`src/hw/rtl/sgvc_pkg.sv`:
```
// sky gradient vertex color: shared constants, register codes, structs and helpers
// no dependencies; imported by every module of the block

package sgvc_pkg;

  // default widths handed to the top level
  localparam int COLOR_BITS_DEF = 8;
  localparam int ANGLE_BITS_DEF = 16;

  // fixed widths
  localparam int FRAC_W     = 17;       // 16-bit fraction that can also hold 1.0
  localparam int DIV_STAGES = FRAC_W;   // one quotient bit per divider stage
  localparam int SEED_W     = 16;       // upper part of the dividend
  localparam int NUM_W      = SEED_W + FRAC_W;
  localparam int CFG_IDX_W  = 3;
  localparam int ALT_W      = 16;
  localparam int AZI_W      = 17;
  localparam int CUT_W      = 17;
  localparam int NUM_CH     = 3;

  // arithmetic constants
  localparam logic [FRAC_W-1:0] ONE16      = 17'd65536;
  localparam logic [FRAC_W-1:0] ROUND_HALF = 17'd32768;
  localparam logic [FRAC_W-1:0] NIGHT_FADE = 17'd9830;
  localparam logic [ALT_W-1:0]  TWI_LIMIT  = 16'd1280;
  localparam logic [AZI_W-1:0]  SUNSET_AZI = 17'd46080;
  localparam int                SLOPE_W    = 15;
  localparam logic [SLOPE_W-1:0] FADE_SLOPE = 15'd27853;  // 55706 / 2 over 1280

  // divide by five through a reciprocal, exact for every 19-bit input
  localparam int                  DIV5_IN_W  = 19;
  localparam logic [DIV5_IN_W-1:0] DIV5_MUL  = 19'd419431;
  localparam int                  DIV5_SHIFT = 21;

  // register reset values
  localparam logic [23:0]      HORIZON_RST = 24'hB3D9FF;
  localparam logic [23:0]      ZENITH_RST  = 24'h1F52B3;
  localparam logic [23:0]      GLOW_RST    = 24'hFF8C00;
  localparam logic [CUT_W-1:0] CUTOFF_RST  = 17'd19661;

  // configuration register indexes
  typedef enum logic [CFG_IDX_W-1:0] {
    REG_HORIZON = 3'd0,
    REG_ZENITH  = 3'd1,
    REG_GLOW    = 3'd2,
    REG_CUTOFF  = 3'd3,
    REG_SUN_ALT = 3'd4,
    REG_SUN_AZI = 3'd5
  } cfg_reg_t;

  // scalar configuration as seen by the datapath
  typedef struct packed {
    logic [CUT_W-1:0] cutoff;   // zero already replaced by one
    logic [ALT_W-1:0] sun_alt;
    logic [AZI_W-1:0] sun_azi;
  } cfg_t;

  // per-vertex weights that ride alongside the divider
  typedef struct packed {
    logic              grad;
    logic              glow;
    logic [FRAC_W-1:0] fade;
    logic [FRAC_W-1:0] weight;
  } side_t;

  // front end result: weights plus the dividend
  typedef struct packed {
    side_t             side;
    logic [SEED_W-1:0] seed;
    logic [FRAC_W-1:0] low;
  } front_t;

  // one divider stage
  typedef struct packed {
    logic [FRAC_W-1:0] rem;
    logic [FRAC_W-1:0] low;
    logic [FRAC_W-1:0] quo;
    side_t             side;
  } div_stage_t;

  // floor(y / 5)
  function automatic logic [FRAC_W-1:0] div5(input logic [DIV5_IN_W-1:0] y);
    logic [2*DIV5_IN_W-1:0] prod;
    prod = y * DIV5_MUL;
    return prod[DIV5_SHIFT +: FRAC_W];
  endfunction

endpackage

```
`src/hw/rtl/sgvc_div.sv`:
```
// sky gradient vertex color: pipelined restoring divider, one quotient bit per stage
// gives floor(dividend / cutoff) with the weights carried alongside; depends on sgvc_pkg

module sgvc_div import sgvc_pkg::*; (
  input  logic              clk,
  input  logic              rst_n,
  input  logic              en,
  input  logic              in_valid,
  input  front_t            in_data,
  input  logic [CUT_W-1:0]  cutoff,
  output logic              out_valid,
  output logic [FRAC_W-1:0] quo,
  output side_t             side
);

  div_stage_t              stg_r   [DIV_STAGES];
  div_stage_t              stg_in  [DIV_STAGES];
  div_stage_t              stg_nxt [DIV_STAGES];
  logic [FRAC_W:0]         trial   [DIV_STAGES];
  logic [DIV_STAGES-1:0]   fits;
  logic [DIV_STAGES-1:0]   vld_r, vld_in;

  // stage inputs: seed from the front end, then the previous stage
  always_comb begin
    stg_in[0].rem  = FRAC_W'(in_data.seed);
    stg_in[0].low  = in_data.low;
    stg_in[0].quo  = '0;
    stg_in[0].side = in_data.side;
    vld_in[0]      = in_valid;
    for (int k = 1; k < DIV_STAGES; k++) begin
      stg_in[k] = stg_r[k-1];
      vld_in[k] = vld_r[k-1];
    end
  end

  // shift in one dividend bit, subtract when the divisor fits
  always_comb begin
    for (int k = 0; k < DIV_STAGES; k++) begin
      trial[k]       = {stg_in[k].rem, stg_in[k].low[DIV_STAGES-1-k]};
      fits[k]        = trial[k] >= {1'b0, cutoff};
      stg_nxt[k]     = stg_in[k];
      stg_nxt[k].rem = fits[k] ? FRAC_W'(trial[k] - {1'b0, cutoff}) : trial[k][FRAC_W-1:0];
      stg_nxt[k].quo = {stg_in[k].quo[FRAC_W-2:0], fits[k]};
    end
  end

  always_ff @(posedge clk) begin
    if (en) begin
      for (int k = 0; k < DIV_STAGES; k++) begin
        stg_r[k] <= stg_nxt[k];
      end
    end
  end

  always_ff @(posedge clk) begin
    if (!rst_n) begin
      vld_r <= '0;
    end else if (en) begin
      vld_r <= vld_in;
    end
  end

  assign out_valid = vld_r[DIV_STAGES-1];
  assign quo       = stg_r[DIV_STAGES-1].quo;
  assign side      = stg_r[DIV_STAGES-1].side;

endmodule

```
`config.mk`:
```
export PLATFORM = sky130hd
export DESIGN_NAME = sgvc_div
export DESIGN_NICKNAME = d
export VERILOG_FILES = /design/src/hw/rtl/sgvc_pkg.sv /design/src/hw/rtl/sgvc_div.sv
export SDC_FILE = /design/constraint.sdc
export NUM_CORES = 2
export LEC_CHECK = 0
export ABC_AREA = 1
export BUFFER_PORTS_ARGS = -buffer_cell sky130_fd_sc_hd__clkbuf_2
export CAP_MARGIN = 20
export CORE_UTILIZATION = 30
export DETAILED_ROUTE_END_ITERATION = 10
export GPL_TIMING_DRIVEN = 0
export PLACE_DENSITY_LB_ADDON = 0.3
export SYNTH_ARGS = -nofsm -noshare
export SYNTH_HDL_FRONTEND = slang
export SYNTH_SLANG_ARGS = --single-unit
```
`constraint.sdc`:
```
create_clock -name clk -period 3.19 [get_ports clk]
set_input_delay 0.319 -clock clk [delete_from_list [all_inputs] [get_ports clk]]
set_output_delay 0.319 -clock clk [all_outputs]
set_load 0.005 [all_outputs]
```
# Yosys cells after proc, flatten, opt, wreduce, memory -nomap -nowiden
# Memories as Yosys holds them, arrays and structs flattened.
# Index checks and enable logic that the tools add are counted.
dict set report classes {
  n_addsub 17
  order_cmp 17
  mux 19
}
# cell count
set op_table {}
lappend op_table {{$mux 17} 17}
lappend op_table {{$sub 17x17->17} 17}
lappend op_table {{$ge 18x17->1} 16}
lappend op_table {{$ge 17x17->1} 1}
lappend op_table {{$mux 1} 2}
dict set report totals {
  regBits 17
  ram_bits 1479
  word_cells 55
  mem_count 1
}
# memory words word_bits rd rd_clocked_by_memory_dff write_ports line
set mem_list {}
lappend mem_list {stg_r 17 87 17 0 17 sgvc_div.sv:16} ;# div_stage_t stg_r [DIV_STAGES];

# Logic depth before layout (Yosys ltp)
# An unclocked memory read counts as a cell.
dict set report depth {
  ltp_word 3
  mapped_depth 15
  mapped_depth_nobuf 14
}

# Worst setup path after synthesis
# No wires, ideal clock.
dict set report synth_path {
  path_kind {input-to-reg}
  startpoint {in cutoff[1]}
  endpoint {mem stg_r[0][1117] (netlist name) (data pin)}
  t_arrival_ns 2.447
  required_ns 2.938
  slack_ns 0.491
  cell_stages 13
  n_path_buf 1
  path_cell_list {inv_1 -> ha_1 -> nand2_1 -> nor2_1 -> nand2_1 -> nor2_1 -> nand2_1 -> nand2_1 -> nor2_4 -> nand2_4 -> buf_6 -> nand2_1 -> nand2_1}
}
# element line
set synth_rtl {}
lappend synth_rtl {{from (decl)} sgvc_div.sv:10} ;# input logic [CUT_W-1:0] cutoff,
lappend synth_rtl {{to (decl)} sgvc_div.sv:16}

==> impl_summary.md <==
Detailed routing
The remaining design rule violation count is 0. For this block, the routed nets add up to between 100000 and 150000 um of wire. For this run, the detailed router's first-pass iteration total came to 7. In this run, the number of DRC markers left after iteration 0 of detailed routing was 2491.

The detailed-route via count is between 30000 and 40000. Using the TritonRoute via totals, the vias-per-cell ratio works out to roughly 4.4. The count of nets left with antenna violations once routing finished came out at 0. The per-cell routed wire length is 15.09 um.

Power
The switching part of the total power is a little under two fifths. The reported leakage power is 30.74 nW. Dividing total power by cell area gives a power density of ~870 nW/um^2. The completed layout was analyzed and its total power is 0.05909 W. Registers are responsible for between 30% and 40% of the overall power. Combinational logic burns between 30% and 40% of the power. The switching power summed over all nets is 0.02188 W. The share of total power dissipated in the clock network is 26.4%. Cell internal power was estimated by the tool at around 0.037 W. The worst-case IR drop observed on VDD is between 400 and 500 uV.

Worst setup path
Of all nets on the critical path, the largest fanout is 108. The worst register-to-register path begins at stg_r[0][1186]$_DFFE_PP_. The worst stage delay on the critical path is 400 ps. The worst path buffer plus inverter count is 8. The critical path data required time is approximately 3900 ps. The slowest stage cell on the critical path is buf_16.

At the worst endpoint, the arrival time is between 3000 and 4000 ps. The worst setup path startpoint is en. The worst setup path is captured at a register. The critical path is of the in2reg type. The critical path goes through clkbuf_8 > buf_16 > buf_16 > buf_16 > buf_16 > clkbuf_1 > clkinv_1 > clkbuf_1 > nor2_1 > nor2_1.

Grouping stages by cell kind, the critical path spends the most delay in buffers and inverters. The library cell appearing most often on the critical path is buf_16. The kind of launch point of the worst setup path is an input port.

GRT
The overall overflow remaining after global route is 0. The first global-routing pass estimated between 200000 and 250000 um of wire. Entering global routing, the biggest net connects ~120 pins. The initial antenna violation count came to 3. The global-route usage over all layers is a little over an eighth. The number of global-route vias before repair is 37040.

Timing
Based on the critical path, the design can be clocked at up to around 370 MHz. The final number of setup-violating endpoints is 0. The hold violation total from the final report came to 0.

Across all hold checks on the routed design, the worst slack comes to about 100 ps. For the pin with the worst max-slew slack, the measured transition is 994.0 ps. The smallest clock period supported by the final layout is computed as roughly 2700 ps. The number of max-slew violations in the final report came to 0.

The post-route fraction of the period consumed by the critical path is 84.43%. Between clock sinks in the finished design, the worst skew comes to roughly 33 ps. Setup repair after global routing left no endpoint under its margin. In this run the tightest slew margin relative to its limit is around 34%.

Synth
Counting every instance in the synthesized netlist gives ~5800. The number of nets in the synthesized netlist is around 6100. Averaged over all synthesized cells, the footprint is 10.17 sq um.

The distinct cell type count after synthesis is 48. Yosys printed 0 warnings. After synthesis the netlist holds a flip-flop and latch count of 1190. The number of enable flip-flop cells after synthesis is 1173.

The synthesized netlist occupies a cell area of 58480 sq um. In the synthesized netlist the async set-or-reset flop fraction comes to 0%. The share of the Yosys chip area taken by registers is 60.81%. The most used flip-flop cell after synthesis is edfxtp_1.

The most area-hungry cell type in the Yosys netlist is edfxtp_1. The share of Yosys cell area claimed by the top area cell type is 60.23%. Yosys attributes the largest share of cell area to edfxtp_1 60%, nand2_1 13%, ha_1 6.2%, inv_1 5.4%, nand3_1 3.9%.

Cells and area
After the last flow step, the layout net total stands at 6536. The fraction of layout cells with a size suffix above 1 is around a tenth. The final core utilization is a little over a third. The final cell count without fillers is around 8800. The area growth from synthesis to layout is 16.74%.

Placed design
Buffers placed on the I/O ports in this run total 143. The congestion estimate from routability-driven global placement came to slightly below 0.9. The cell total after placement is 8446. The HPWL after detailed placement is a little over 90000 um.

Floorplan
The count of pins on the block boundary is approximately 140. The initial core utilization is between 30% and 40%. After floorplanning, the core was divided into between 150 and 200 placement rows. The total area inside the core boundary comes to 193000 sq um. From bottom edge to top edge, the die measures approximately 440 um. The area enclosed by the die boundary is slightly below 200000 sq um. In this run the horizontal extent of the chip is 443.5 um.

Clocking
Clock-pin slew was measured on the worst setup and hold paths at roughly 60 ps. The latest clock arrival within the worst-skew pair is just under 800 ps. The number of buffers inserted during clock tree synthesis is 142.

The H-tree generated during clock tree synthesis spans 4 levels. The maximum clock path buffer count is 3. The number of clock sinks is between 1000 and 1500. The library cell used as clock root buffer is clkbuf_16.

The CTS tree is done. The total setup buffers inserted after CTS is 0.

Min path
The startpoint of the lowest-slack hold path is en. The path type of the worst min-delay path is in2reg.

Status
The run finished with clean final reports.

Job
Max-cap violations in this run came to 0.
[state kept, by name (all words and copies together), names as in the netlist]
signal	cells
stg_r	1173
vld_r	17
[Yosys cell counts, types with 24 or more instances]
cell type and instances:
nand2_1 2066, edfxtp_1 1173, inv_1 834, nand3_1 458, ha_1 289, nor2_1 219, a21oi_1 147, xor2_1 95
nand2_2 90, nand4_1 32, buf_4 25, nand2_4 25, nor2_2 25, nor3_1 24
[per-stage QoR]
stage / cell area, sq um / setup TNS, ps / setup WS [ps]
after CTS: 68240 / 0 / 304.3
after detailed placement: 62940 / -16540 / -842.5
after floorplan: 58480 / 0 / 490.8
after global placement: 62360 / - / -19830
after global routing: 68270 / 0 / 163.0
final: 68270 / 0 / 496.5
[power groups by stage]
stage	clock network, W	registers (W)	logic (W)
5_1_grt	0.0168	0.0225	0.0242
6_report	0.0156	0.0223	0.0212
3_5_place_dp	0	0.0226	0.0210
3_3_place_gp	0	0.0233	0.0208
2_1_floorplan	0	0.0218	0.0158
4_1_cts	0.0163	0.0223	0.0212
[cell usage in the layout (no fill, tap or decap), types with 7 or more instances in the layout]
cell,instances
nor4_4,11
xor2_1,95
inv_2,25
buf_16,13
and3_1,13
dfxtp_1,17
buf_4,25
bufinv_16,8
nor2_4,11
clkinv_2,12
clkbuf_16,145
nand3_1,458
nand4_1,32
fa_1,16
nor3_1,24
ha_1,289
nand2_4,25
a21oi_1,147
nand2_2,90
edfxtp_1,1173
inv_1,818
xnor2_1,16
nand2_1,2066
a21oi_2,7
nand3b_1,18
clkbuf_2,142
buf_6,14
clkbuf_1,38
and2_1,22
or2_1,13
o21ai_0,20
clkinv_1,29
buf_12,15
dlygate4sd3_1,75
nor2_2,25
buf_2,11
nor2_1,219
[path summary, 6_finish.rpt]
path                         endpoint  slack [ps]  cells past startpoint
max reg2reg  stg_r[0][1292]$_DFFE_PP_         600                     15
max             vld_r[1]$_SDFFE_PN0P_         500                     10
min reg2reg   stg_r[0][628]$_DFFE_PP_         400                      0
min          stg_r[0][1127]$_DFFE_PP_         100                      2
[cell type report]
cell class                 count  area, sq um
clock inverter                74        780.7
clock buffer                 179         3745
buffer                        59        505.5
timing repair buffer         244         2098
antenna                        1        2.502
tap                         2526         3161
sequential                  1190        35560
inverter                     844         3168
multi-input combinational   3660        19240
fill                       19200       124700
[cell families after synthesis]
kind of cell | Yosys count | share of synthesized area [%]
buffers and inverters | 903 | 6.282
and+or+nand+nor | 3054 | 22.72
AOI/OAI and AO/OA | 190 | 1.797
adders and majority gates | 305 | 6.731
DFF | 1190 | 60.81
xor gates and xnor gates | 111 | 1.662
[layer usage]
metal | GRT usage, % | vias up | wire, um
met5 | 0 | - | 0
met4 | 4.350 | 0 | 3378
met3 | 2.324 | 199 | 5855
met2 | 21.90 | 729 | 61890
met1 | 17.79 | 18000 | 61330
li1 | - | 19760 | -
[timing repair]
action,in CTS,in global routing
endpoints found under the setup margin,0,2
hold buffers,76,0
hold endpoints to repair,88,0
resized for setup,0,0
No activity file was read; power rests on OpenSTA's default activity.
