$ cat src/hw/rtl/sgvc_pkg.sv
// sky gradient vertex color: shared constants, register codes, structs and helpers
// no dependencies; imported by every module of the block

package sgvc_pkg;

  // default widths handed to the top level
  localparam int COLOR_BITS_DEF = 8;
  localparam int ANGLE_BITS_DEF = 16;

  // fixed widths
  localparam int FRAC_W     = 17;       // 16-bit fraction that can also hold 1.0
  localparam int DIV_STAGES = FRAC_W;   // one quotient bit per divider stage
  localparam int SEED_W     = 16;       // upper part of the dividend
  localparam int NUM_W      = SEED_W + FRAC_W;
  localparam int CFG_IDX_W  = 3;
  localparam int ALT_W      = 16;
  localparam int AZI_W      = 17;
  localparam int CUT_W      = 17;
  localparam int NUM_CH     = 3;

  // arithmetic constants
  localparam logic [FRAC_W-1:0] ONE16      = 17'd65536;
  localparam logic [FRAC_W-1:0] ROUND_HALF = 17'd32768;
  localparam logic [FRAC_W-1:0] NIGHT_FADE = 17'd9830;
  localparam logic [ALT_W-1:0]  TWI_LIMIT  = 16'd1280;
  localparam logic [AZI_W-1:0]  SUNSET_AZI = 17'd46080;
  localparam int                SLOPE_W    = 15;
  localparam logic [SLOPE_W-1:0] FADE_SLOPE = 15'd27853;  // 55706 / 2 over 1280

  // divide by five through a reciprocal, exact for every 19-bit input
  localparam int                  DIV5_IN_W  = 19;
  localparam logic [DIV5_IN_W-1:0] DIV5_MUL  = 19'd419431;
  localparam int                  DIV5_SHIFT = 21;

  // register reset values
  localparam logic [23:0]      HORIZON_RST = 24'hB3D9FF;
  localparam logic [23:0]      ZENITH_RST  = 24'h1F52B3;
  localparam logic [23:0]      GLOW_RST    = 24'hFF8C00;
  localparam logic [CUT_W-1:0] CUTOFF_RST  = 17'd19661;

  // configuration register indexes
  typedef enum logic [CFG_IDX_W-1:0] {
    REG_HORIZON = 3'd0,
    REG_ZENITH  = 3'd1,
    REG_GLOW    = 3'd2,
    REG_CUTOFF  = 3'd3,
    REG_SUN_ALT = 3'd4,
    REG_SUN_AZI = 3'd5
  } cfg_reg_t;

  // scalar configuration as seen by the datapath
  typedef struct packed {
    logic [CUT_W-1:0] cutoff;   // zero already replaced by one
    logic [ALT_W-1:0] sun_alt;
    logic [AZI_W-1:0] sun_azi;
  } cfg_t;

  // per-vertex weights that ride alongside the divider
  typedef struct packed {
    logic              grad;
    logic              glow;
    logic [FRAC_W-1:0] fade;
    logic [FRAC_W-1:0] weight;
  } side_t;

  // front end result: weights plus the dividend
  typedef struct packed {
    side_t             side;
    logic [SEED_W-1:0] seed;
    logic [FRAC_W-1:0] low;
  } front_t;

  // one divider stage
  typedef struct packed {
    logic [FRAC_W-1:0] rem;
    logic [FRAC_W-1:0] low;
    logic [FRAC_W-1:0] quo;
    side_t             side;
  } div_stage_t;

  // floor(y / 5)
  function automatic logic [FRAC_W-1:0] div5(input logic [DIV5_IN_W-1:0] y);
    logic [2*DIV5_IN_W-1:0] prod;
    prod = y * DIV5_MUL;
    return prod[DIV5_SHIFT +: FRAC_W];
  endfunction

endpackage

$ cat src/hw/rtl/sgvc_cfg.sv
// sky gradient vertex color: configuration register file
// depends on sgvc_pkg

module sgvc_cfg import sgvc_pkg::*; #(
  parameter int COLOR_BITS = COLOR_BITS_DEF,
  parameter int CFG_W      = 3 * COLOR_BITS_DEF
) (
  input  logic                    clk,
  input  logic                    rst_n,
  input  logic                    cfg_valid,
  input  logic [CFG_IDX_W-1:0]    cfg_index,
  input  logic [CFG_W-1:0]        cfg_data,
  output logic [3*COLOR_BITS-1:0] horizon,
  output logic [3*COLOR_BITS-1:0] zenith,
  output logic [3*COLOR_BITS-1:0] glow_rgb,
  output cfg_t                    cfg
);

  localparam int CW = 3 * COLOR_BITS;

  logic [CW-1:0]    horizon_r, zenith_r, glow_r;
  logic [CUT_W-1:0] cutoff_r;
  logic [ALT_W-1:0] sun_alt_r;
  logic [AZI_W-1:0] sun_azi_r;

  // register writes, unknown indexes dropped
  always_ff @(posedge clk) begin
    if (!rst_n) begin
      horizon_r <= CW'(HORIZON_RST);
      zenith_r  <= CW'(ZENITH_RST);
      glow_r    <= CW'(GLOW_RST);
      cutoff_r  <= CUTOFF_RST;
      sun_alt_r <= '0;
      sun_azi_r <= '0;
    end else if (cfg_valid) begin
      case (cfg_index)
        REG_HORIZON: horizon_r <= cfg_data[CW-1:0];
        REG_ZENITH:  zenith_r  <= cfg_data[CW-1:0];
        REG_GLOW:    glow_r    <= cfg_data[CW-1:0];
        REG_CUTOFF:  cutoff_r  <= cfg_data[CUT_W-1:0];
        REG_SUN_ALT: sun_alt_r <= cfg_data[ALT_W-1:0];
        REG_SUN_AZI: sun_azi_r <= cfg_data[AZI_W-1:0];
        default: ;
      endcase
    end
  end

  assign horizon  = horizon_r;
  assign zenith   = zenith_r;
  assign glow_rgb = glow_r;

  // zero cutoff behaves as the smallest step
  assign cfg.cutoff  = (cutoff_r == '0) ? CUT_W'(1) : cutoff_r;
  assign cfg.sun_alt = sun_alt_r;
  assign cfg.sun_azi = sun_azi_r;

endmodule

$ cat config.mk
export PLATFORM = sky130hd
export DESIGN_NAME = sgvc_cfg
export DESIGN_NICKNAME = d
export VERILOG_FILES = /design/src/hw/rtl/sgvc_pkg.sv /design/src/hw/rtl/sgvc_cfg.sv
export SDC_FILE = /design/constraint.sdc
export NUM_CORES = 1
export LEC_CHECK = 0
export CAP_MARGIN = 30
export CORE_MARGIN = 8
export CORE_UTILIZATION = 55
export CTS_CLUSTER_SIZE = 14
export DETAILED_ROUTE_END_ITERATION = 6
export DONT_BUFFER_PORTS = 1
export PLACE_DENSITY = 0.7
export RECOVER_POWER = 100
export SKIP_LAST_GASP = 1
export SLEW_MARGIN = 20
export SYNTH_ARGS = -nofsm -noshare
export SYNTH_HDL_FRONTEND = slang
export SYNTH_SLANG_ARGS = --single-unit
$ cat constraint.sdc
create_clock -name clk -period 2.75 [get_ports clk]
set_input_delay 0.55 -clock clk [delete_from_list [all_inputs] [get_ports clk]]
set_output_delay 0.55 -clock clk [all_outputs]
set_load 0.02 [all_outputs]
Yosys cells after proc, flatten, opt, wreduce, memory -nomap -nowiden:

Index checks and enable logic that the tools add are counted.

* register bits after elaboration: 122
* latch bits: 0
* memory bits (writable): 0
* memory bits (read-only): 0
* input port bits: 30
* output and inout port bits: 122
* logic and storage cells: 20
* memories kept: 0

* add/subtract/negate cells: 0
* $mul: 0
* divide/modulo/power cells: 0
* order comparisons: 0
* eq/ne operators: 5
* shift operators: 0
* multiplexer cells: 1
* bitwise logic cells: 0
* reductions and logical operators: 8

Operator list (count)
* 17-bit zero test: 1
* 17-bit two-way mux: 1
* 2-bit AND reduction: 6
* 3-bit by 2-bit equality test with 1-bit output (second input constant): 2
* 3-bit equality test (second input constant): 2
* 3-bit by 1-bit equality test with 1-bit output (second input constant): 1
* 3-bit zero test: 1

Depth between registers and ports, before layout:

Gate-level depths: netlist of the first run.

* depth after elaboration: 2
* mapped depth: 6
* mapped depth without buffers: 3

Worst setup path before layout of the first run:

No wires, ideal clock.

* kind: reg-to-output
* start: register cutoff_r[1]
* end: output cfg[33] (netlist bit)
* arrival: 1.390 ns
* data required time: 2.200 ns
* setup slack: 0.810 ns
* cell stages (with the launch flop): 3
* buffers on the path: 0
* path through: dfxtp_1 or4_1 o31ai_1

RTL lines
* start, declared: RTL line sgvc_cfg.sv:22 `logic [CUT_W-1:0] cutoff_r;`
* start signal, assigned: RTL line sgvc_cfg.sv:40 `REG_CUTOFF: cutoff_r <= cfg_data[CUT_W-1:0];`
* end, declared: RTL line sgvc_cfg.sv:16 `output cfg_t cfg`

==> flow_summary.ini, run 1 <==
[route]
drt_iter0_drc = 210
avgRoutedWirePerCell_um = 20.27
drt-total-wl_um = 13160
drc = 0
dr.pass1.iters = 5
vias_per_cell = 5.496
num_vias = 3567
ant_nets = 0

[critical_path]
crit_type = reg -> out
critPathLaunchType = flop
worstReg2RegStart = sun_azi_r[4]$_SDFFE_PN0P_
ff2ff_setup_slack_ns = 1.91
crit_required_ns = 2.20
worstRegToRegCells = 2
r2r-end = sun_azi_r[4]$_SDFFE_PN0P_
cp-end-kind = output port
endpoint = cfg[33]
worst_ep_arrival_time_ns = 1.94
critPathMaxFanout = 3
crit_path_start = cutoff_r[1]$_SDFFE_PN0P_

[cts]
worstSkewPairLatency_ns = 0.49
cts_max_level = 4
cts_tree = built
numCtsBuffers = 17
cts.sinks = 122
cts-root-buf = clkbuf_8
path_clk_slew_ns = 0.06
holdBufCountCts = 0
cts_setup_buffers = 0
ctsResizeCount = 0
clock_path_buffers = 2

[placement]
port_buffers = 0
placed_area_um2 = 4548
dpl.hpwl_um = 8886
gp_congestion = 0.7359

[pwr]
p_sw_frac = 0.2342
p_comb_frac = 0.029
clkPwrFrac = 0.485
p_seq_frac = 0.486
ir_drop_mv = 0.3797
internal_power_mw = 3.014
leakagePower_nw = 1.935
power_switching_mw = 0.9218
power.density_nw_per_um2 = 782.9

[sta]
setup_tns_ns = 0
fin_crit_sh = 0.9040
grt_setup_unrepaired = no
finalSetupViolCount = 0
tightest_slew_ns = 2.215
slew_viol_final = 15
slew-limit-headroom = -0.4966
finalHoldViolations = 0
min_period_ns = 2.486
skew_ns = 0
clock.fmax_mhz = 402.3

[synthesis]
synth_area_leaders = dfxtp_1 53%, nand2_1 20%, a21boi_0 6.0%, a21boi_1 5.7%, nand3_1 5.4%
async_flop_share = 0
synth_top_area_share = 0.5294
ys_top_cells_by_count = 243 x nand2_1, 122 x dfxtp_1, 50 x nand3_1
syn_area_um2 = 4613
yosys_warnings = 0
ys_dominant_reg_cell = dfxtp_1
syn_avg_cell_area_um2 = 8.150
ys_ff_latch = 122
syn-num-nets = 596
synth-edff-count = 0
postSynthCellCount = 566
synth-seq-area-share = 0.5294
synth_area_leader_cell = dfxtp_1
synth_cell_types = 21
synth.most_common_cell = nand2_1

[cells_and_area]
layout-drive-gt1-share = 0.06801
syn2layout_area_growth_pct = 8.977
stdcell_area_um2 = 5027
antennaDiodeCount = 0
nNetsFinal = 562

[global_routing]
antenna_found_initial = 0
grt_usage = 0.2280
grt_pass1_wl_um = 20070
grt_pass1_vias = 3458
grt_overflow = 0
grt_max_degree = 123

[hold_path]
hp-class = in -> reg

[status]
violations = capacitance limit, slew limit
status = complete, but fails checks

[floorplanning]
core_area_um2 = 8175
num_io_pins = 152
start_util = 0.5643
die_area_um2 = 11570
die_h_um = 107.6
num_rows = 33
die-width_um = 107.6

[run]
maxCapViolCount = 1
==> worst max-delay path: stages (launching register included) <==
cell and delay [ns]:
dfxtp_1 0.39, or4_1 0.55, o31ai_1 0.24, clkbuf_1 0.26
==> layout by cell type (no fill, tap or decap) <==
cell type | netlist | layout
a21boi_0 | 37 | 69
a21boi_1 | 35 | 3
and4b_1 | 2 | 2
buf_4 | 2 | 5
clkbuf_1 | 36 | 3
clkbuf_16 | 0 | 16
clkbuf_8 | 0 | 3
clkinv_2 | 0 | 4
clkinv_4 | 0 | 2
clkinvlp_4 | 0 | 5
dfxtp_1 | 122 | 122
inv_1 | 1 | 1
nand2_1 | 243 | 243
nand3_1 | 50 | 50
nand4b_1 | 2 | 2
nand4bb_1 | 3 | 3
nor3_1 | 1 | 1
nor4_1 | 2 | 2
nor4b_4 | 1 | 1
nor4bb_1 | 3 | 2
nor4bb_2 | 0 | 1
o211ai_1 | 1 | 1
o31ai_1 | 1 | 1
or4_1 | 1 | 1
or4b_1 | 0 | 1
==> cells by family after synthesis <==
| kind of cell | Yosys count | share of synthesized area |
|---|---|---|
| compound gates | 74 | 0.1204 |
| buf+inv | 61 | 0.06265 |
| flops | 122 | 0.5294 |
| simple gates | 309 | 0.2875 |
==> power groups by stage <==
stage	clock network, mW	registers (mW)	logic, mW
after global placement	0	1.95	0.116
after floorplan	0	1.93	0.144
after global routing	2.02	1.92	0.130
after detailed placement	0	1.95	0.119
final	1.91	1.91	0.113
after CTS	1.93	1.92	0.120
==> state kept, by name, indices dropped and copies added, names as in the netlist <==
register	cells
horizon	24
cutoff_r	17
sun_azi_r	17
sun_alt_r	16
glow_rgb	24
zenith	24
==> worst min-delay path by stage <==
stage	start	to	cells past startpoint
after floorplan	cutoff_r[15]$_SDFFE_PN0P_	cutoff_r[15]$_SDFFE_PN0P_	2
final	rst_n	cutoff_r[14]$_SDFFE_PN1P_	1
after global routing	rst_n	cutoff_r[3]$_SDFFE_PN1P_	1
after detailed placement	cutoff_r[0]$_SDFFE_PN1P_	cutoff_r[0]$_SDFFE_PN1P_	2
after CTS	rst_n	cutoff_r[3]$_SDFFE_PN1P_	1
after global placement	cutoff_r[0]$_SDFFE_PN1P_	cutoff_r[0]$_SDFFE_PN1P_	2
==> layout make-up <==
cell class | instances | area (um2)
fillers | 727 | 3148
flip-flops and latches | 122 | 2442
multi-input cells | 383 | 1884
clock buffers | 20 | 445.4
well taps | 105 | 131.4
clock inverters | 11 | 75.07
repair buffers | 7 | 45.04
inverters | 1 | 3.754
==> metrics by stage <==
step	hold WS (ns)	util	std cells	setup slack, ns	total power [mW]
floorplan	0.4465	-	566	0.8103	2.072
global placement	0.5013	0.5563	618	0.8888	2.068
detailed placement	0.4970	0.5563	618	0.8571	2.073
CTS	0.1154	0.6200	649	0.3217	3.971
global route	0.1050	0.6149	649	0.1520	4.070
finish	0.1333	0.6149	649	0.2641	3.936
==> routing by layer <==
layer / GRT usage / up-vias / part of all wire
met1: 0.2529 / 1673 / 0.35
met3: 0.1180 / 4 / 0.15
met2: 0.3693 / 139 / 0.49
met4: 0.07334 / 0 / 0.0066
li1: - / 1751 / -
met5: 0 / - / 0
Power figures use the tool's default switching activity.
==> inputs of run 2 (changes only) <==
--- a/config.mk
+++ b/config.mk
@@ -7,11 +7,11 @@
 export LEC_CHECK = 0
 export CAP_MARGIN = 30
 export CORE_MARGIN = 8
-export CORE_UTILIZATION = 55
+export CORE_UTILIZATION = 60
 export CTS_CLUSTER_SIZE = 14
 export DETAILED_ROUTE_END_ITERATION = 6
 export DONT_BUFFER_PORTS = 1
-export PLACE_DENSITY = 0.7
+export PLACE_DENSITY = 0.76
 export RECOVER_POWER = 100
 export SKIP_LAST_GASP = 1
 export SLEW_MARGIN = 20
==> run 2 against run 1 <==
  * The run still ends with capacitance limit, slew limit left
  * Sequential power about the same
  * Worst setup slack worse by 0.023 ns
  * Die area fell by 7.1%
  * Sequential share of layout area fell by 0.83 points
==> flow_summary.ini, run 2 (synthesized netlist as in run 1, its figures left out) <==
[critical_path]
crit_family = simple AND/OR/NAND/NOR gates
slowest_stage = or4_1
r2r-end = glow_rgb[2]$_SDFFE_PN0P_
cp-end-kind = output port
crit_required_ns = 2.20
worstRegToRegCells = 2
path_cells = or4_1 -> o31ai_1 -> clkbuf_1
critPathLaunchType = flop
critPathMaxFanout = 3
worst_ep_arrival_time_ns = 1.96
worstReg2RegStart = glow_rgb[2]$_SDFFE_PN0P_
cpPeakStageDelay_ns = 0.55
crit_type = reg -> out
ff2ff_setup_slack_ns = 1.90
critical_path_buf_inv_count = 1

[cts]
path_clk_slew_ns = 0.06
cts.sinks = 122
cts_setup_buffers = 0
cts_tree = built
ctsResizeCount = 0
numCtsBuffers = 17
holdBufCountCts = 0
clock_path_buffers = 2
cts-root-buf = clkbuf_8
worstSkewPairLatency_ns = 0.51
cts_max_level = 4

[hold_path]
hp-class = in -> reg
hold_end = horizon[1]$_SDFFE_PN1P_
min_path_cells = 1
worstHoldStart = rst_n

[cells_and_area]
fillers = 635
layout-drive-gt1-share = 0.06434
stdcell_area_um2 = 5115
final_cell_mix = 243 x nand2_1, 122 x dfxtp_1, 69 x a21boi_0
fin_cells = 646
antennaDiodeCount = 0
final_common_cell = nand2_1
multiInputGateArea_um2 = 1884
final_util = 0.6724
register_area_um2 = 2442
nNetsFinal = 562
syn2layout_area_growth_pct = 10.88

[sta]
grt_setup_unrepaired = no
timing.hold.ws_ns = 0.1509
fin_crit_sh = 0.9125
slew_viol_final = 17
clock.fmax_mhz = 398.5
skew_ns = 0
finalSetupViolCount = 0
setup_tns_ns = 0
tightest_slew_ns = 1.649
min_period_ns = 2.509
slew-limit-headroom = -0.1150
finalHoldViolations = 0

[route]
dr.pass1.iters = 5
num_vias = 3663
drc = 0
ant_nets = 0
drt_iter0_drc = 258
avgRoutedWirePerCell_um = 20.43
drt-total-wl_um = 13200
vias_per_cell = 5.670

[global_routing]
grt_pass1_vias = 3449
grt_usage = 0.2406
grt_overflow = 0
antenna_found_initial = 0
grt_max_degree = 123
grt_pass1_wl_um = 20200

[pwr]
p_sw_frac = 0.2123
ir_drop_mv = 0.4247
clkPwrFrac = 0.533
leakagePower_nw = 1.979
p_comb_frac = 0.026
power.density_nw_per_um2 = 849.2
internal_power_mw = 3.421
p_seq_frac = 0.441
power_switching_mw = 0.9223

[floorplanning]
die-width_um = 103.7
die_area_um2 = 10750
num_rows = 32
start_util = 0.6064
num_io_pins = 152
core_area_um2 = 7607
die_h_um = 103.7

[placement]
port_buffers = 0
gp_congestion = 0.7650
dpl.hpwl_um = 8737
post-place-cells = 615
placed_area_um2 = 4544

[status]
status = complete, but fails checks
violations = capacitance limit, slew limit

[run]
maxCapViolCount = 1
[run 2: cell count changes in the layout (fill, tap and decap cells not counted)]
cell	change
clkinvlp_4	-2
bufinv_16	+5
clkinv_4	-1
buf_4	-2
clkbuf_8	-2
clkbuf_1	+2
[run 2: worst max-delay path by stage]
stage          cells after the start  endpoint                      from  slack (ns)
4_1_cts                            3   cfg[33]  cutoff_r[1]$_SDFFE_PN0P_        0.26
5_1_grt                            3   cfg[33]  cutoff_r[1]$_SDFFE_PN0P_        0.18
2_1_floorplan                      2   cfg[33]  cutoff_r[1]$_SDFFE_PN0P_        0.81
6_report                           3   cfg[33]  cutoff_r[1]$_SDFFE_PN0P_        0.24
3_3_place_gp                       3   cfg[33]  cutoff_r[1]$_SDFFE_PN0P_        0.88
3_5_place_dp                       3   cfg[33]  cutoff_r[1]$_SDFFE_PN0P_        0.81
[run 2: through the flow]
step           setup WS (ns)  total power [mW]
2_1_floorplan         0.8103             2.072
3_3_place_gp          0.8807             2.066
3_5_place_dp          0.8054             2.073
4_1_cts               0.2598             4.381
5_1_grt               0.1775             4.470
6_report              0.2407             4.344
[run 2: layout make-up]
type	instances	area share
sequential	122	0.4775
multi-input combinational	383	0.3684
clock buffer	18	0.08170
clock inverter	13	0.03938
tap	102	0.02495
timing repair buffer	7	0.007339
inverter	1	0.0007339
[run 2: power groups by stage]
stage               combinational, mW  clock (mW)  sequential, mW
CTS                             0.121        2.35            1.92
global placement                0.115           0            1.95
global route                    0.130        2.42            1.92
detailed placement              0.119           0            1.95
finish                          0.113        2.32            1.91
floorplan                       0.144           0            1.93
[run 2: metal layers]
layer  share of wire  GRT usage
met1            0.38     0.2738
met2            0.47     0.3712
met3            0.13     0.1283
met4           0.019    0.09514
met5               0          0
