==> config.mk <==
export PLATFORM = sky130hd
export DESIGN_NAME = sgvc_front
export DESIGN_NICKNAME = d
export VERILOG_FILES = /design/src/hw/rtl/sgvc_pkg.sv /design/src/hw/rtl/sgvc_front.sv
export SDC_FILE = /design/constraint.sdc
export NUM_CORES = 2
export LEC_CHECK = 0
export ABC_CLOCK_PERIOD_IN_PS = 9100
export BUFFER_PORTS_ARGS = -buffer_cell sky130_fd_sc_hd__buf_4
export CAP_MARGIN = 20
export CORE_UTILIZATION = 47
export CTS_CLUSTER_DIAMETER = 120
export DETAILED_ROUTE_END_ITERATION = 6
export GPL_ROUTABILITY_DRIVEN = 1
export MAX_ROUTING_LAYER = met4
export PLACE_DENSITY = 0.74
export RECOVER_POWER = 50
export SLEW_MARGIN = 25
export SYNTH_ARGS = -nofsm -noshare
export SYNTH_HDL_FRONTEND = slang
export SYNTH_SLANG_ARGS = --single-unit
==> constraint.sdc <==
create_clock -name clk -period 9.1 [get_ports clk]
set_input_delay 1.82 -clock clk [delete_from_list [all_inputs] [get_ports clk]]
set_output_delay 1.82 -clock clk [all_outputs]
set_load 0.005 [all_outputs]
==> src/hw/rtl/sgvc_pkg.sv <==
// sky gradient vertex color: shared constants, register codes, structs and helpers
// no dependencies; imported by every module of the block

package sgvc_pkg;

  // default widths handed to the top level
  localparam int COLOR_BITS_DEF = 8;
  localparam int ANGLE_BITS_DEF = 16;

  // fixed widths
  localparam int FRAC_W     = 17;       // 16-bit fraction that can also hold 1.0
  localparam int DIV_STAGES = FRAC_W;   // one quotient bit per divider stage
  localparam int SEED_W     = 16;       // upper part of the dividend
  localparam int NUM_W      = SEED_W + FRAC_W;
  localparam int CFG_IDX_W  = 3;
  localparam int ALT_W      = 16;
  localparam int AZI_W      = 17;
  localparam int CUT_W      = 17;
  localparam int NUM_CH     = 3;

  // arithmetic constants
  localparam logic [FRAC_W-1:0] ONE16      = 17'd65536;
  localparam logic [FRAC_W-1:0] ROUND_HALF = 17'd32768;
  localparam logic [FRAC_W-1:0] NIGHT_FADE = 17'd9830;
  localparam logic [ALT_W-1:0]  TWI_LIMIT  = 16'd1280;
  localparam logic [AZI_W-1:0]  SUNSET_AZI = 17'd46080;
  localparam int                SLOPE_W    = 15;
  localparam logic [SLOPE_W-1:0] FADE_SLOPE = 15'd27853;  // 55706 / 2 over 1280

  // divide by five through a reciprocal, exact for every 19-bit input
  localparam int                  DIV5_IN_W  = 19;
  localparam logic [DIV5_IN_W-1:0] DIV5_MUL  = 19'd419431;
  localparam int                  DIV5_SHIFT = 21;

  // register reset values
  localparam logic [23:0]      HORIZON_RST = 24'hB3D9FF;
  localparam logic [23:0]      ZENITH_RST  = 24'h1F52B3;
  localparam logic [23:0]      GLOW_RST    = 24'hFF8C00;
  localparam logic [CUT_W-1:0] CUTOFF_RST  = 17'd19661;

  // configuration register indexes
  typedef enum logic [CFG_IDX_W-1:0] {
    REG_HORIZON = 3'd0,
    REG_ZENITH  = 3'd1,
    REG_GLOW    = 3'd2,
    REG_CUTOFF  = 3'd3,
    REG_SUN_ALT = 3'd4,
    REG_SUN_AZI = 3'd5
  } cfg_reg_t;

  // scalar configuration as seen by the datapath
  typedef struct packed {
    logic [CUT_W-1:0] cutoff;   // zero already replaced by one
    logic [ALT_W-1:0] sun_alt;
    logic [AZI_W-1:0] sun_azi;
  } cfg_t;

  // per-vertex weights that ride alongside the divider
  typedef struct packed {
    logic              grad;
    logic              glow;
    logic [FRAC_W-1:0] fade;
    logic [FRAC_W-1:0] weight;
  } side_t;

  // front end result: weights plus the dividend
  typedef struct packed {
    side_t             side;
    logic [SEED_W-1:0] seed;
    logic [FRAC_W-1:0] low;
  } front_t;

  // one divider stage
  typedef struct packed {
    logic [FRAC_W-1:0] rem;
    logic [FRAC_W-1:0] low;
    logic [FRAC_W-1:0] quo;
    side_t             side;
  } div_stage_t;

  // floor(y / 5)
  function automatic logic [FRAC_W-1:0] div5(input logic [DIV5_IN_W-1:0] y);
    logic [2*DIV5_IN_W-1:0] prod;
    prod = y * DIV5_MUL;
    return prod[DIV5_SHIFT +: FRAC_W];
  endfunction

endpackage

==> src/hw/rtl/sgvc_front.sv <==
// sky gradient vertex color: four-stage front end
// folds the elevation, builds the dividend, fade and glow weight; depends on sgvc_pkg

module sgvc_front import sgvc_pkg::*; #(
  parameter int ANGLE_BITS = ANGLE_BITS_DEF
) (
  input  logic                  clk,
  input  logic                  rst_n,
  input  logic                  en,
  input  logic                  in_valid,
  input  logic [ANGLE_BITS-1:0] elev,
  input  logic [ANGLE_BITS-1:0] bear,
  input  cfg_t                  cfg,
  output logic                  out_valid,
  output front_t                out_data
);

  localparam int A      = ANGLE_BITS;
  localparam int PROD_W = 27;
  localparam logic [A-1:0] QA = A'(1 << (A - 2));

  // stage 1: fold angles, sun altitude terms
  logic [A-1:0]        ae, ab, u_full;
  logic signed [A:0]   dd;
  logic [A:0]          dd_mag;
  logic [ALT_W-1:0]    aa;
  logic                twi;
  logic [11:0]         alt_ofs;

  logic                v1_r;
  logic [A-2:0]        u1_r;
  logic [A-1:0]        ab1_r;
  logic                twi1_r, night1_r, day1_r, sunset1_r;
  logic [PROD_W-1:0]   fprod1_r;
  logic [10:0]         mz1_r;

  always_comb begin
    ae      = elev[A-1] ? (~elev + 1'b1) : elev;
    ab      = bear[A-1] ? (~bear + 1'b1) : bear;
    dd      = $signed({1'b0, QA}) - $signed({1'b0, ae});
    dd_mag  = dd[A] ? (~dd + 1'b1) : dd;
    u_full  = QA - dd_mag[A-1:0];
    aa      = cfg.sun_alt[ALT_W-1] ? (~cfg.sun_alt + 1'b1) : cfg.sun_alt;
    twi     = aa <= TWI_LIMIT;
    alt_ofs = 12'(cfg.sun_alt + TWI_LIMIT);
  end

  always_ff @(posedge clk) begin
    if (en) begin
      u1_r      <= u_full[A-2:0];
      ab1_r     <= ab;
      twi1_r    <= twi;
      night1_r  <= cfg.sun_alt[ALT_W-1] & ~twi;
      day1_r    <= ~cfg.sun_alt[ALT_W-1] & ~twi;
      sunset1_r <= cfg.sun_azi > SUNSET_AZI;
      fprod1_r  <= PROD_W'(alt_ofs) * PROD_W'(FADE_SLOPE);
      mz1_r     <= 11'(TWI_LIMIT - aa);
    end
  end

  // stage 2: gradient test, glow side, fractions, fade
  logic [A+15:0]       grad_lhs, grad_rhs, a_sh, b_sh;
  logic [A-1:0]        w_full, a_diff;
  logic                side_ok, low_half;
  logic [NUM_W-1:0]    num;
  logic [FRAC_W-1:0]   fade_nxt;

  logic                v2_r, grad2_r, glow2_r;
  logic [FRAC_W-1:0]   fade2_r, a16_2_r, b16_2_r, m16_2_r;
  logic [SEED_W-1:0]   seed2_r;
  logic [FRAC_W-1:0]   low2_r;

  always_comb begin
    grad_lhs = (A+16)'(u1_r) << 16;
    grad_rhs = (A+16)'(cfg.cutoff) << (A - 2);
    low_half = {u1_r, 1'b0} <= QA;
    side_ok  = sunset1_r ? (ab1_r > QA) : (ab1_r <= QA);
    w_full   = sunset1_r ? (ab1_r - QA) : (QA - ab1_r);
    a_diff   = QA - {u1_r, 1'b0};
    a_sh     = ((A+16)'(a_diff) << 16) >> (A - 2);
    b_sh     = ((A+16)'(w_full[A-2:0]) << 16) >> (A - 2);
    num      = NUM_W'(u1_r) << (34 - A);
    if (night1_r) begin
      fade_nxt = NIGHT_FADE;
    end else if (day1_r) begin
      fade_nxt = ONE16;
    end else begin
      fade_nxt = NIGHT_FADE + div5(fprod1_r[PROD_W-1:8]);
    end
  end

  always_ff @(posedge clk) begin
    if (en) begin
      grad2_r <= grad_lhs <= grad_rhs;
      glow2_r <= twi1_r & low_half & side_ok;
      fade2_r <= fade_nxt;
      a16_2_r <= a_sh[FRAC_W-1:0];
      b16_2_r <= b_sh[FRAC_W-1:0];
      m16_2_r <= div5({mz1_r, 8'b0});
      seed2_r <= num[NUM_W-1 -: SEED_W];
      low2_r  <= num[FRAC_W-1:0];
    end
  end

  // stage 3: elevation weight times twilight weight
  logic [2*FRAC_W-1:0] am_prod;
  logic                v3_r;
  logic [FRAC_W-1:0]   am3_r;
  front_t              f3_r;
  logic [FRAC_W-1:0]   b16_3_r;

  assign am_prod = a16_2_r * m16_2_r;

  always_ff @(posedge clk) begin
    if (en) begin
      am3_r            <= am_prod[FRAC_W-1 +: FRAC_W];
      b16_3_r          <= b16_2_r;
      f3_r.side.grad   <= grad2_r;
      f3_r.side.glow   <= glow2_r;
      f3_r.side.fade   <= fade2_r;
      f3_r.side.weight <= '0;
      f3_r.seed        <= seed2_r;
      f3_r.low         <= low2_r;
    end
  end

  // stage 4: times bearing weight
  logic [2*FRAC_W-1:0] p_prod;
  logic                v4_r;
  front_t              f4_nxt;
  front_t              f4_r;

  assign p_prod = am3_r * b16_3_r;

  always_comb begin
    f4_nxt             = f3_r;
    f4_nxt.side.weight = p_prod[FRAC_W-1 +: FRAC_W];
  end

  always_ff @(posedge clk) begin
    if (en) begin
      f4_r <= f4_nxt;
    end
  end

  // valid bits
  always_ff @(posedge clk) begin
    if (!rst_n) begin
      v1_r <= 1'b0;
      v2_r <= 1'b0;
      v3_r <= 1'b0;
      v4_r <= 1'b0;
    end else if (en) begin
      v1_r <= in_valid;
      v2_r <= v1_r;
      v3_r <= v2_r;
      v4_r <= v3_r;
    end
  end

  assign out_valid = v4_r;
  assign out_data  = f4_r;

endmodule

# After elaboration in Yosys (flattened, before gate mapping)
# Cells that the tools add are included.
[op_classes]
add_sub_neg = 12
mul = 5
div_mod_pow = 0
n_lt_le_gt_ge = 6
n_eq_ne = 0
shifts = 0
mux = 7
bitwise_logic = 10
n_reduce_logical = 1
[ops]
columns = ["cell", "n"]
rows = [
  ["16-bit by 1-bit adder with 16-bit output (second input constant)", 3],
  ["16-bit NOT", 3],
  ["15-bit 2-to-1 mux", 3],
  ["15-bit subtractor (first input constant)", 3],
  ["19-bit by 19-bit multiplier with 38-bit output (second input constant)", 1],
  ["16-bit by 15-bit <= comparator with 1-bit output (second input constant)", 2],
  ["16-bit 2-to-1 mux", 2],
  ["31-bit <= comparator", 1],
  ["15-bit by 17-bit multiplier with 31-bit output", 1],
  ["17-bit by 15-bit multiplier with 31-bit output", 1],
  ["11-bit by 19-bit multiplier with 30-bit output (second input constant)", 1],
  ["12-bit by 15-bit multiplier with 27-bit output (second input constant)", 1],
  ["14-bit by 17-bit adder with 17-bit output (first input constant)", 1],
  ["17-bit by 16-bit > comparator with 1-bit output (second input constant)", 1],
  ["17-bit 2-to-1 mux", 1],
  ["15-bit by 16-bit subtractor with 17-bit output (first input constant)", 1],
  ["16-bit by 15-bit > comparator with 1-bit output (second input constant)", 1],
  ["16-bit by 11-bit <= comparator with 1-bit output (second input constant)", 1],
  ["15-bit by 1-bit adder with 15-bit output (second input constant)", 1],
  ["15-bit NOT", 1],
  ["15-bit subtractor (second input constant)", 1],
  ["12-bit by 11-bit adder with 12-bit output (second input constant)", 1],
  ["11-bit subtractor (first input constant)", 1],
  ["1-bit bitwise AND", 4],
  ["3 further kinds", 4],
]
[word_totals]
reg_bits = 275
latchBits = 0
mem_bits_rw = 0
mem_bits_ro = 0
output_inout_bits = 70
memories = 0

# Logic depth before layout (Yosys ltp)
[logic_depth]
ltp_word = 8
mapped_depth = 26

# Least setup slack after synthesis
# OpenSTA, ideal clock, no wires.
[synth_timing]
kind = "register to register"
startpoint = "register fprod1_r[9]"
endpoint = "register fade2_r[15], data pin"
setup_time_ps = 266
arrival_ps = 6633
setup_slack_ps = 2201
path_stages_with_launch = 24
n_path_buf = 0
synth_period_minus_slack_ps = 6899
cell_sequence = "edfxtp_1 -> ha_1 -> xor2_1 -> ha_1 -> or2_2 -> fa_1 -> fa_1 -> inv_1 -> fa_1 -> inv_1 -> fa_1 -> ha_1 -> a21o_1 -> o21a_1 -> a311o_1 -> a32o_1 -> nor3_1 -> xor2_1 -> o311ai_0 -> a2111oi_1 -> o21ai_0 -> nand2_1 -> xnor2_1 -> nor2_1"
[synth_between]
elab_chain_cells = 2
[synth_rtl]
columns = ["item", "line_no", "rtl"]
rows = [
  ["start: declaration", "sgvc_front.sv:34", "logic [PROD_W-1:0] fprod1_r;"],
  ["start signal: assignment", "sgvc_front.sv:56", "fprod1_r <= PROD_W'(alt_ofs) * PROD_W'(FADE_SLOPE);"],
  ["19-bit by 19-bit multiplier with 38-bit output", "sgvc_pkg.sv:84", "prod = y * DIV5_MUL;"],
  ["14-bit by 17-bit adder with 17-bit output", "sgvc_front.sv:88", "fade_nxt = NIGHT_FADE + div5(fprod1_r[PROD_W-1:8]);"],
  ["end signal: assignment", "sgvc_front.sv:96", "fade2_r <= fade_nxt;"],
  ["end: declaration", "sgvc_front.sv:69", "logic [FRAC_W-1:0] fade2_r, a16_2_r, b16_2_r, m16_2_r;"],
]
# Every way passes these cells.
# A chain may end at the register's enable or synchronous reset.

# Worst setup path after layout
[layout_timing]
startpoint = "register fprod1_r[10]"
endpoint = "register fade2_r[15], data pin"
# The elaborated chain is that of the path after synthesis.

==> results.py <==
metrics = {
    "finish": {
        "nets": 5096,
        "layout_commonest_cell": "inv_1",
        "mostFrequentLayoutCells": "802 x inv_1, 593 x fa_1, 534 x ha_1, 364 x nand2_1, 261 x edfxtp_1",
        "synthToLayoutAreaGrowth_pct": 8.22,
        "fin_cells": 4983,
        "nFillCells": 7384,
        "final_layout_size_suffix_gt1_share_pct": 6.11,
    },
    "yosys": {
        "synthCells": 3804,
        "synth_top_area_share_pct": 30.5,
        "synth_edf_count": 261,
        "synthArstFlopShare_pct": 0,
        "ys.flop_type": "edfxtp_1",
        "synth_area_mm2": 0.0389,
        "synth_cell_types": 98,
        "synth_warnings": 0,
        "post-synth-top-area-cell": "fa_1",
        "synth_area_leaders": "fa_1 31%, edfxtp_1 20%, ha_1 17%",
        "ys_seq_area_share_pct": 20.4,
        "avgSynthCellArea_um2": 10.2,
        "ys_ff_latch": 265,
    },
    "worst_setup_path": {
        "cpMaxStageDelayCell": "a311oi_1",
        "r2r_start": "fprod1_r[10]",
        "crit_type": "reg2reg",
        "crit_fanout": 6,
        "start_kind": "register",
        "path_buf_inv": 2,
        "startpoint": "fprod1_r[10]",
        "end_kind": "register",
        "max_stage_delay_ns": 0.68,
        "cp.arrival_ns": 7.86,
        "worstPathRequired_ns": 9.43,
        "cpLargestDelayFamily": "adder cells",
        "cpMostUsedCell": "fa_1",
        "cp_cell_sequence": "ha_1 -> xor2_1 -> ha_1 -> or2_2 -> fa_1 -> fa_1 -> fa_1 -> inv_1 -> fa_1 -> inv_1 -> ha_1 -> nand3_1 -> nor3_1 -> o311ai_0 -> a311oi_1 -> nor3_1 -> xor2_1 -> o311ai_0 -> a2111oi_1 -> o21ai_0 -> nand2_1 -> xnor2_1 -> nor2_1",
    },
    "routing": {
        "drc_errors": 0,
        "postRouteAntennaNets": 0,
        "routed-via-count": 26000,
        "dr.pass1.iters": 5,
        "wl_per_cell_um": 17.3,
        "drtIter0Drc": 1489,
        "viasPerCell": 5.22,
        "totalWireLength_um": 86300,
    },
    "die": {
        "die-area_mm2": 0.0839,
        "design.core.area_mm2": 0.0820,
        "ios": 156,
        "start_util_pct": 47.4,
        "rows": 105,
        "die_h_um": 290,
        "chipWidth_um": 290,
    },
    "sta": {
        "max_freq_mhz": 133,
        "hold_slack_ns": 0.400,
        "rsz0062_at_grt": "no",
        "setup_slack_ns": 1.56,
        "tightest_slew_ns": 4.11,
        "post-route-period-util_pct": 82.8,
        "slew_headroom_pct": -174,
        "hold_viol": 0,
        "slew_viol_final": 203,
        "period_needed_ns": 7.54,
        "setup_viol": 0,
        "fin_setup_tns_ns": 0,
        "fin_worst_skew_ns": 0.0274,
    },
    "place": {
        "dp_slack_ns": 1.53,
        "place.gp.congestion": 0.943,
        "dp_cells": 4915,
        "port_buffers": 137,
        "hpwlAfterDp_um": 70700,
    },
    "run_status": {
        "violations": "max-capacitance violations, max-slew violations",
        "outcome": "finished with violations",
    },
    "clocking": {
        "hold_buffers": 0,
        "clkLatencyLatePin_ns": 0.57,
        "numCtsBuffers": 36,
        "cts_tree": "yes",
        "clkSinkCount": 265,
        "root_buffer": "clkbuf_16",
        "htree_levels": 2,
        "clockBufferDepth": 3,
        "path_clk_slew_ns": 0.06,
        "ctsResizeCount": 0,
        "post_cts_buffers": 0,
    },
    "worst_hold_path": {
        "hp-class": "reg2reg",
        "hold_start": "f3_r[65]",
    },
    "global_route": {
        "grt_max_degree": 127,
        "gr-usage-all-layers_pct": 22.0,
        "antenna_found_initial": 3,
        "gr-total-overflow": 0,
        "grt_pass1_vias": 26800,
        "grt_pass1_wl_um": 141000,
    },
    "flow_run": {
        "maxCapViolations": 2,
    },
}
==> synth_stat cells (9+ instances only) <==
library cell	n
o21a_1	22
nand2b_1	23
xor2_1	73
edfxtp_1	261
nand4_1	18
and3_1	14
nor2_1	132
nor2b_1	21
and2_1	224
nand2_1	364
or2_2	13
a21o_1	36
nor3_1	48
o21bai_1	9
inv_1	802
mux2i_1	10
fa_1	593
clkbuf_1	91
buf_4	18
o21ai_0	62
a21oi_1	81
nand3_1	30
xnor2_1	134
a31oi_1	12
ha_1	534
o31ai_1	11
or3_1	18
==> layer usage <==
layer	up-vias	share of wire [%]	track usage, %
li1	12200	-	-
met1	13100	44	28.8
met4	0	2.0	4.71
met2	648	48	36.1
met5	-	0	-
met3	117	5.8	3.40
==> metrics by stage <==
step           cell area (µm²)  util [%]
6_report                 42100      51.4
5_1_grt                  42100      51.4
4_1_cts                  42100      51.4
3_5_place_dp             40900      49.8
3_3_place_gp             40900      49.8
2_1_floorplan            39000         -
==> cell families after synthesis <==
logic type      Yosys count  share of synthesized area, %
compound gates          315                          5.42
buf+inv                 919                          9.09
flops                   265                          20.4
xor+xnor                212                          4.89
simple gates            952                          12.2
fa+ha+maj              1127                          47.7
other cells               1                       0.00964
mux                      13                         0.344
==> worst register-to-register path, cell delays in order (launching register included) <==
cell	delay, ns
edfxtp_1	0.51
ha_1	0.41
xor2_1	0.21
ha_1	0.19
or2_2	0.30
fa_1	0.49
fa_1	0.51
fa_1	0.54
inv_1	0.05
fa_1	0.52
inv_1	0.04
ha_1	0.40
nand3_1	0.12
nor3_1	0.19
o311ai_0	0.22
a311oi_1	0.68
nor3_1	0.12
xor2_1	0.31
o311ai_0	0.32
a2111oi_1	0.66
o21ai_0	0.22
nand2_1	0.11
xnor2_1	0.11
nor2_1	0.05
==> layout make-up <==
| type | instances | area (µm²) | share of cell area [%] |
|---|---|---|---|
| sequential | 265 | 7920 | 18.8 |
| tap | 1070 | 1340 | 3.18 |
| inverter | 803 | 3010 | 7.16 |
| clock inverter | 24 | 312 | 0.740 |
| antenna | 2 | 5.00 | 0.0119 |
| clock buffer | 42 | 966 | 2.29 |
| timing repair buffer | 140 | 1030 | 2.46 |
| multi-input combinational | 2637 | 27500 | 65.3 |
==> path summary, 6_finish.rpt <==
kind | endpoint | slack (ns) | cells after the start
worst min register to register | out_data[65] | 0.40 | 0
worst max-delay path | fade2_r[15] | 1.56 | 23
worst min-delay path | out_data[65] | 0.40 | 0
worst max register to register | fade2_r[15] | 1.56 | 23
==> sequential cells by signal (all words and copies together) (netlist names), 16 cells and up <==
register and count:
fprod1_r 20, am3_r 17, ab1_r 16, f3_r 34, out_data 51, fade2_r 17, m16_2_r 17
Power is left out: the tool's default activity adds up to more than one toggle a clock period on the data nets, which glitch-free logic cannot reach.
